### src/sv/rre_pkg.sv
// Shared types and codes for the RTP relay endpoint forwarder.
// No dependencies; the top level and rre_decide refer to this package by scoped names.
package rre_pkg;

    // Item opcodes
    typedef enum logic [1:0] {
        OP_PACKET = 2'd0,
        OP_CREATE = 2'd1,
        OP_MODIFY = 2'd2,
        OP_DELETE = 2'd3
    } op_t;

    // Result status codes
    typedef enum logic [1:0] {
        ST_FORWARD = 2'd0,
        ST_DROPPED = 2'd1,
        ST_ACCEPT  = 2'd2,
        ST_REJECT  = 2'd3
    } status_t;

    // Sequencer states
    typedef enum logic [1:0] {
        S_CLEAR = 2'd0,
        S_IDLE  = 2'd1,
        S_EXEC  = 2'd2
    } seq_state_t;

    // Configuration register indexes
    localparam logic [1:0] CFG_RELEARN_ALWAYS = 2'd0;
    localparam logic [1:0] CFG_FILTER_ENABLE  = 2'd1;
    localparam logic [1:0] CFG_FILTER_ADDR    = 2'd2;
    localparam logic [1:0] CFG_LOOPBACK       = 2'd3;

    localparam int EP_FIELD_W = 5;

    // One input beat
    typedef struct packed {
        op_t                     opcode;
        logic [EP_FIELD_W-1:0]   endpoint;
        logic [31:0]             src_addr;
        logic [15:0]             src_port;
        logic                    is_rtcp;
        logic [31:0]             remote_addr_in;
        logic [15:0]             remote_port_in;
    } item_t;

    // One result beat
    typedef struct packed {
        status_t     status;
        logic        to_station;
        logic [31:0] dest_addr;
        logic [15:0] dest_port;
    } result_t;

    // Configuration registers as seen by the decision logic
    typedef struct packed {
        logic        relearn_always;
        logic        station_filter_enable;
        logic [31:0] station_filter_addr;
        logic        audio_loopback;
    } cfg_t;

    // One row of the connection table
    typedef struct packed {
        logic        in_use;
        logic [31:0] remote_address;
        logic [15:0] remote_rtp_port;
        logic [15:0] remote_rtcp_port;
        logic [15:0] station_rtp_port;
        logic [15:0] station_rtcp_port;
        logic [31:0] station_address;
    } entry_t;

endpackage

### src/sv/rtp_relay_endpoint_forwarder.sv
// Top level of the RTP relay endpoint forwarder: sequencer, config registers,
// connection table. Uses rre_pkg, rre_ram and rre_decide.
//
// After reset the block clears its connection table, one endpoint per cycle,
// and busy stays high until the clear is done; configuration writes are taken
// throughout. An item is taken when start is high and busy low. For every
// item, at the accepting edge the endpoint row is read from the table RAM
// (separate read and write ports), and in the next cycle the row is updated
// and, if the item is not dropped or rejected, written back. The result
// appears on result with done high for exactly one cycle after that, and
// start can be taken at the edge that ends that cycle; no new item is taken
// during the table read-modify-write of the last one.
// There is no back-pressure on the result side: sample result whenever done
// is high.
module rtp_relay_endpoint_forwarder #(
    parameter int NUM_ENDPOINTS = 32
) (
    input  logic             clk,
    input  logic             rst_n,
    input  logic             start,
    output logic             busy,
    input  rre_pkg::item_t   item,
    output logic             done,
    output rre_pkg::result_t result,
    input  logic             cfg_valid,
    output logic             cfg_ready,
    input  logic [1:0]       cfg_index,
    input  logic [31:0]      cfg_data
);

    localparam int IDX_W   = $clog2(NUM_ENDPOINTS);
    localparam int CNT_W   = $clog2(NUM_ENDPOINTS + 1);
    localparam int EP_W    = (CNT_W > rre_pkg::EP_FIELD_W) ? CNT_W : rre_pkg::EP_FIELD_W;
    localparam int ENTRY_W = $bits(rre_pkg::entry_t);

    rre_pkg::seq_state_t state_reg, state_next;
    logic [IDX_W-1:0]    clr_cnt_reg, clr_cnt_next;
    rre_pkg::item_t      item_reg;
    rre_pkg::result_t    result_reg;
    logic                done_reg, done_next;
    rre_pkg::cfg_t       cfg_reg;

    logic               accept;
    logic [EP_W-1:0]    in_ep_ext;
    logic [EP_W-1:0]    cur_ep_ext;
    logic               ram_we;
    logic [IDX_W-1:0]   ram_waddr;
    logic [ENTRY_W-1:0] ram_wdata;
    logic [IDX_W-1:0]   ram_raddr;
    logic [ENTRY_W-1:0] ram_rdata;
    rre_pkg::entry_t    rd_entry;
    rre_pkg::entry_t    upd_entry;
    logic               dec_wr;
    rre_pkg::result_t   dec_result;

    assign busy      = (state_reg != rre_pkg::S_IDLE);
    assign accept    = start && !busy;
    assign done      = done_reg;
    assign result    = result_reg;
    assign cfg_ready = 1'b1;

    assign in_ep_ext  = EP_W'(item.endpoint);
    assign cur_ep_ext = EP_W'(item_reg.endpoint);
    assign ram_raddr  = in_ep_ext[IDX_W-1:0];
    assign rd_entry   = rre_pkg::entry_t'(ram_rdata);

    // configuration registers
    always_ff @(posedge clk or negedge rst_n)
    begin
        if (!rst_n)
        begin
            cfg_reg <= '0;
        end
        else if (cfg_valid && cfg_ready)
        begin
            unique case (cfg_index)
                rre_pkg::CFG_RELEARN_ALWAYS: cfg_reg.relearn_always        <= cfg_data[0];
                rre_pkg::CFG_FILTER_ENABLE:  cfg_reg.station_filter_enable <= cfg_data[0];
                rre_pkg::CFG_FILTER_ADDR:    cfg_reg.station_filter_addr   <= cfg_data;
                rre_pkg::CFG_LOOPBACK:       cfg_reg.audio_loopback        <= cfg_data[0];
                default:                     cfg_reg                       <= cfg_reg;
            endcase
        end
    end

    // connection table
    rre_ram #(
        .WIDTH (ENTRY_W),
        .DEPTH (NUM_ENDPOINTS)
    ) u_table (
        .clk   (clk),
        .we    (ram_we),
        .waddr (ram_waddr),
        .wdata (ram_wdata),
        .raddr (ram_raddr),
        .rdata (ram_rdata)
    );

    // per-item decision on the row just read
    rre_decide #(
        .NUM_ENDPOINTS (NUM_ENDPOINTS)
    ) u_decide (
        .item       (item_reg),
        .entry      (rd_entry),
        .cfg        (cfg_reg),
        .wr_en      (dec_wr),
        .entry_next (upd_entry),
        .result     (dec_result)
    );

    // sequencer control registers
    always_ff @(posedge clk or negedge rst_n)
    begin
        if (!rst_n)
        begin
            state_reg   <= rre_pkg::S_CLEAR;
            clr_cnt_reg <= '0;
            done_reg    <= 1'b0;
        end
        else
        begin
            state_reg   <= state_next;
            clr_cnt_reg <= clr_cnt_next;
            done_reg    <= done_next;
        end
    end

    // payload registers: captured item and result beat
    always_ff @(posedge clk)
    begin
        if (accept)
        begin
            item_reg <= item;
        end
        if (state_reg == rre_pkg::S_EXEC)
        begin
            result_reg <= dec_result;
        end
    end

    // next state, table write port
    always_comb
    begin
        state_next   = state_reg;
        clr_cnt_next = clr_cnt_reg;
        done_next    = 1'b0;
        ram_we       = 1'b0;
        ram_waddr    = cur_ep_ext[IDX_W-1:0];
        ram_wdata    = ENTRY_W'(upd_entry);
        unique case (state_reg)
            rre_pkg::S_CLEAR:
            begin
                ram_we    = 1'b1;
                ram_waddr = clr_cnt_reg;
                ram_wdata = '0;
                if (clr_cnt_reg == IDX_W'(NUM_ENDPOINTS - 1))
                begin
                    state_next = rre_pkg::S_IDLE;
                end
                else
                begin
                    clr_cnt_next = clr_cnt_reg + IDX_W'(1);
                end
            end
            rre_pkg::S_IDLE:
            begin
                if (accept)
                begin
                    state_next = rre_pkg::S_EXEC;
                end
            end
            rre_pkg::S_EXEC:
            begin
                ram_we     = dec_wr;
                done_next  = 1'b1;
                state_next = rre_pkg::S_IDLE;
            end
            default:
            begin
                state_next = rre_pkg::S_IDLE;
            end
        endcase
    end

    // checks
    a_done_after_exec: assert property (@(posedge clk) disable iff (!rst_n)
        done_reg |-> $past(state_reg == rre_pkg::S_EXEC))
        else $error("result strobe without an executed item");

    a_done_single: assert property (@(posedge clk) disable iff (!rst_n)
        done_reg |=> !done_reg)
        else $error("result strobe held for more than one cycle");

    a_accept_exec: assert property (@(posedge clk) disable iff (!rst_n)
        accept |=> (state_reg == rre_pkg::S_EXEC) && busy)
        else $error("accepted item not executed in the next cycle");

    a_no_write_on_fail: assert property (@(posedge clk) disable iff (!rst_n)
        (state_reg == rre_pkg::S_EXEC && dec_wr) |->
        (dec_result.status == rre_pkg::ST_FORWARD ||
         dec_result.status == rre_pkg::ST_ACCEPT))
        else $error("table written for a dropped or rejected item");

    a_clear_busy: assert property (@(posedge clk) disable iff (!rst_n)
        (state_reg == rre_pkg::S_CLEAR) |-> (busy && ram_we && !done_reg))
        else $error("table clear pass not holding off items");

endmodule

### src/sv/rre_ram.sv
// Generic single-write, single-read synchronous RAM with registered read data.
// No dependencies.
module rre_ram #(
    parameter int WIDTH = 8,
    parameter int DEPTH = 32
) (
    input  logic                     clk,
    input  logic                     we,
    input  logic [$clog2(DEPTH)-1:0] waddr,
    input  logic [WIDTH-1:0]         wdata,
    input  logic [$clog2(DEPTH)-1:0] raddr,
    output logic [WIDTH-1:0]         rdata
);

    logic [WIDTH-1:0] mem [DEPTH];

    // write port and registered read port
    always_ff @(posedge clk)
    begin
        if (we)
        begin
            mem[waddr] <= wdata;
        end
        rdata <= mem[raddr];
    end

endmodule

### src/sv/rre_decide.sv
// Per-item decision: classifies packets, latches the station side and
// applies create/modify/delete to one table row. Uses rre_pkg.
module rre_decide #(
    parameter int NUM_ENDPOINTS = 32
) (
    input  rre_pkg::item_t   item,
    input  rre_pkg::entry_t  entry,
    input  rre_pkg::cfg_t    cfg,
    output logic             wr_en,
    output rre_pkg::entry_t  entry_next,
    output rre_pkg::result_t result
);

    localparam int CNT_W = $clog2(NUM_ENDPOINTS + 1);
    localparam int EP_W  = (CNT_W > rre_pkg::EP_FIELD_W) ? CNT_W : rre_pkg::EP_FIELD_W;

    logic [EP_W-1:0] ep_ext;
    logic            ep_ok;
    logic            from_net;
    logic            may_latch;
    logic            toward_st;

    assign ep_ext = EP_W'(item.endpoint);
    assign ep_ok  = ep_ext < EP_W'(NUM_ENDPOINTS);

    // packet classification against the stored remote
    assign from_net = (item.src_addr == entry.remote_address) &&
                      ((entry.remote_rtp_port == item.src_port) ||
                       (entry.remote_rtcp_port == item.src_port));

    // station latch: not yet learned (rtp port zero) or relearn, and filter
    assign may_latch = !from_net &&
                       ((entry.station_rtp_port == 16'd0) || cfg.relearn_always) &&
                       (!cfg.station_filter_enable ||
                        (item.src_addr == cfg.station_filter_addr));

    assign toward_st = from_net ^ cfg.audio_loopback;

    always_comb
    begin
        wr_en             = 1'b0;
        entry_next        = entry;
        result.status     = rre_pkg::ST_REJECT;
        result.to_station = 1'b0;
        result.dest_addr  = '0;
        result.dest_port  = '0;
        unique case (item.opcode)
            rre_pkg::OP_PACKET:
            begin
                if (!ep_ok || !entry.in_use)
                begin
                    result.status = rre_pkg::ST_DROPPED;
                end
                else
                begin
                    wr_en = 1'b1;
                    if (may_latch)
                    begin
                        if (item.is_rtcp)
                        begin
                            entry_next.station_rtcp_port = item.src_port;
                        end
                        else
                        begin
                            entry_next.station_rtp_port = item.src_port;
                        end
                        entry_next.station_address = item.src_addr;
                    end
                    result.status     = rre_pkg::ST_FORWARD;
                    result.to_station = toward_st;
                    if (toward_st)
                    begin
                        result.dest_addr = entry_next.station_address;
                        result.dest_port = item.is_rtcp ? entry_next.station_rtcp_port
                                                        : entry_next.station_rtp_port;
                    end
                    else
                    begin
                        result.dest_addr = entry.remote_address;
                        result.dest_port = item.is_rtcp ? entry.remote_rtcp_port
                                                        : entry.remote_rtp_port;
                    end
                end
            end
            rre_pkg::OP_CREATE:
            begin
                if (ep_ok && !entry.in_use)
                begin
                    wr_en                        = 1'b1;
                    entry_next.in_use            = 1'b1;
                    entry_next.remote_address    = '0;
                    entry_next.remote_rtp_port   = '0;
                    entry_next.remote_rtcp_port  = '0;
                    entry_next.station_rtp_port  = '0;
                    entry_next.station_rtcp_port = '0;
                    result.status                = rre_pkg::ST_ACCEPT;
                end
            end
            rre_pkg::OP_MODIFY:
            begin
                if (ep_ok && entry.in_use)
                begin
                    wr_en                       = 1'b1;
                    entry_next.remote_address   = item.remote_addr_in;
                    entry_next.remote_rtp_port  = item.remote_port_in;
                    entry_next.remote_rtcp_port = item.remote_port_in + 16'd1;
                    result.status               = rre_pkg::ST_ACCEPT;
                end
            end
            rre_pkg::OP_DELETE:
            begin
                if (ep_ok && entry.in_use)
                begin
                    wr_en                        = 1'b1;
                    entry_next.in_use            = 1'b0;
                    entry_next.remote_rtp_port   = '0;
                    entry_next.remote_rtcp_port  = '0;
                    entry_next.station_rtp_port  = '0;
                    entry_next.station_rtcp_port = '0;
                    result.status                = rre_pkg::ST_ACCEPT;
                end
            end
            default:
            begin
                wr_en = 1'b0;
            end
        endcase
    end

endmodule
### config.mk
export PLATFORM = sky130hd
export DESIGN_NAME = rtp_relay_endpoint_forwarder
export DESIGN_NICKNAME = d
export VERILOG_FILES = /design/src/sv/rre_pkg.sv /design/src/sv/rtp_relay_endpoint_forwarder.sv /design/src/sv/rre_ram.sv /design/src/sv/rre_decide.sv
export SDC_FILE = /design/constraint.sdc
export NUM_CORES = 2
export LEC_CHECK = 0
export BUFFER_PORTS_ARGS = -buffer_cell sky130_fd_sc_hd__buf_2
export CAP_MARGIN = 20
export CORE_UTILIZATION = 35
export CTS_CLUSTER_DIAMETER = 80
export DETAILED_ROUTE_END_ITERATION = 16
export PLACE_DENSITY = 0.6
export SLEW_MARGIN = 20
export SYNTH_ARGS = -nofsm -noshare
export SYNTH_HDL_FRONTEND = slang
export SYNTH_MEMORY_MAX_BITS = 65536
export SYNTH_SLANG_ARGS = --single-unit
### constraint.sdc
create_clock -name clk -period 9.9 [get_ports clk]
set_input_delay 0.495 -clock clk [delete_from_list [all_inputs] [get_ports clk]]
set_output_delay 0.495 -clock clk [all_outputs]
set_load 0.005 [all_outputs]
==> flow_summary.yaml <==
final_layout:
  syn2layout_area_growth_pct: 15.1
  drive_gt1_share_pct: 32.1
  num-fill-cells: 41961
  multi_input_area_um2: 37700
  largest_reg_flops: 4128
  fin_area_um2: 197000
  seq_area_um2: 132000
  num-nets-final: 7987
placement:
  port_buffers: 194
  postPlaceCellArea_um2: 181000
  place.gp.congestion: 0.845
  dpl.hpwl_um: 239000
floorplan:
  row_count: 256
  start_util_pct: 35.2
  ios: 196
  fp.dieH_um: 701
  die_area_um2: 491000
  coreArea_um2: 486000
  die_x_um: 701
routing:
  drcViolationCount: 0
  ant_nets: 0
  wl_per_cell_um: 31.6
  drtIter0Drc: 10673
  num_vias: 81664
  dr.pass1.iters: 6
  drt_wl_total_um: 463000
  viasPerCell: 5.56
clocking:
  cts_max_level: 5
  numCtsBuffers: 426
  cts_tree: "yes"
  cts_hold_buf: 141
  clock_latency_ns: 1.03
  clk_pin_slew_ns: 0.06
  clk_path_buf_depth: 4
  postCtsSetupBuffers: 0
  ctsResizeCount: 0
  cts_sinks: 4455
  root_buffer: "clkbuf_16"
logic_synthesis:
  syn-cell-area_um2: 171000
  synth_cell_types: 57
  synth_edf_count: 4283
  synth_cells: 7227
  ys_seq_area_share_pct: 77.4
  syn-num-nets: 7376
  synth_common_cells: "edfxtp_1 (4283), mux4_2 (1290), clkbuf_1 (250), mux2_2 (182), nor2_1 (136)"
  synth_top_area_share_pct: 75.2
  synth_area_leaders: "edfxtp_1 (75%), mux4_2 (17%), dfxtp_1 (1.5%)"
  synth_warnings: 0
  synth_async_sr_flop_share_pct: 0.965
  synth_top_area_cell: "edfxtp_1"
  yosys.cell_count.top_type: "edfxtp_1"
  avgSynthCellArea_um2: 23.7
  synth_ff_type: "edfxtp_1"
  synth-seq-cells: 4455
power_and_ir_drop:
  power_density_nw_per_um2: 240
  p_leak_nw: 61.7
  ir_drop_mv: 0.173
setup_path:
  reg2reg_depth: 10
  startpoint_type: "flop"
  cp.required_ns: 10.51
  critPathMaxFanout: 33
  cp_data_arrival_time_ns: 5.87
  crit_type: "reg2reg"
  end_kind: "flop"
grt:
  grtUsageMet3_pct: 2.49
  grt.total_usage_pct: 18.4
  antenna_found_initial: 25
  grt_pass1_vias: 83580
  top_usage_layer: "met2"
  overflow: 0
  grt_pass1_wl_um: 646000
  grt_max_degree: 154
  globalRouteMet2Util_pct: 30.7
  met1_usage_pct: 24.9
timing:
  relSlewSlack_pct: 4.97
  setup-violations-final: 0
  fmaxAchievable_ghz: 0.190
  tns_ns: 0
  worst_slew_pin_slew_ns: 1.43
  finalHoldViolCount: 0
  slew_viol_final: 0
  fin_crit_ns: 5.26
  rsz0062_at_grt: "false"
  clock-skew-final_ns: 0.0724
  fin_crit_sh_pct: 53.1
run_status:
  status: "finished, final reports clean"
job:
  drv_cap: 0
hold_path:
  holdCritPathClass: "in2async"
==> path summary, 6_finish.rpt <==
| check | from | end | slack [ns] |
|---|---|---|---|
| min in group clk | item[100] | u_table.rdata[16]$_DFF_P_ | 0.10 |
| setup / recovery | item_reg[102]$_DFFE_PP_ | u_table.mem[28][59]$_DFFE_PP_ | 4.64 |
| hold / removal | rst_n | cfg_reg[32]$_DFFE_PN0P_ | 0.08 |
| setup reg to reg | item_reg[102]$_DFFE_PP_ | u_table.mem[28][59]$_DFFE_PP_ | 4.64 |
| hold reg to reg | cfg_reg[19]$_DFFE_PN0P_ | cfg_reg[19]$_DFFE_PN0P_ | 0.53 |
| max in group asynchronous | rst_n | cfg_reg[0]$_DFFE_PN0P_ | 9.14 |
==> cells in the final DEF, fill, tap and decap left out, types with 42 or more instances in the layout <==
cell type      instances
dlygate4sd3_1        141
clkbuf_16            431
buf_2                188
nor3_1                70
clkbuf_1              95
clkinv_2              91
dfxtp_1              129
buf_4                214
edfxtp_1            4283
xnor2_1              103
nand2_1               63
a22oi_1               56
clkinv_1              79
mux4_2              1290
dfrtp_1               42
mux2i_1               66
nor2_1                92
mux2_2               182
a21oi_1               43
==> layout make-up <==
type	instances	share of cell area, %
Clock inverter	247	1.24
Antenna cell	18	0.0229
Inverter	7	0.0134
Clock buffer	551	5.84
Multi-Input combinational cell	2364	19.1
Tap cell	6450	4.10
Sequential cell	4455	67.2
Timing Repair Buffer	584	2.42
==> cell families after synthesis <==
kind of cell,share of synthesized area (%)
flip-flops,77.4
multiplexers,18.6
AND/OR/NAND/NOR,1.25
buffers and inverters,1.00
AO/OA/AOI/OAI,1.21
XOR/XNOR,0.543
adder cells (fa/ha/maj),0.0512
other,0.00219
==> critical path, cell delays in order (launching register included) <==
cell	delay, ns
edfxtp_1	0.47
inv_1	0.13
ha_1	0.35
clkinv_1	0.34
a31o_2	0.36
a21oi_1	0.19
nor2b_1	0.31
nand2_1	0.30
nor2_4	0.90
buf_4	0.75
buf_4	0.68
==> report_power, final <==
group	switching (mW)	internal, mW	total (mW)
clock network	7.13	9.14	16.3
logic	4.49	1.75	6.24
registers	0.734	24.0	24.7
total	12.4	34.9	47.2
==> per-stage QoR <==
stage | std cells | hold slack, ns | worst slack [ns] | total power, mW | utilization (%)
after global placement | 13710 | 0.510 | 4.62 | 30.9 | 37.2
after floorplan | 7227 | 0.199 | 1.78 | 28.3 | -
after detailed placement | 13711 | 0.516 | 4.68 | 31.2 | 37.2
after global routing | 14673 | 0.0640 | 4.48 | 48.5 | 40.5
final | 14676 | 0.0762 | 4.64 | 47.2 | 40.5
after CTS | 14650 | 0.00831 | 4.68 | 47.4 | 40.4
==> metal layers <==
layer,share of wire (%),vias up
li1,-,32254
met1,40,44870
met2,49,3765
met3,7.1,771
met4,3.8,4
met5,0.0054,-
Note: power is estimated with default switching activity, not from simulation.
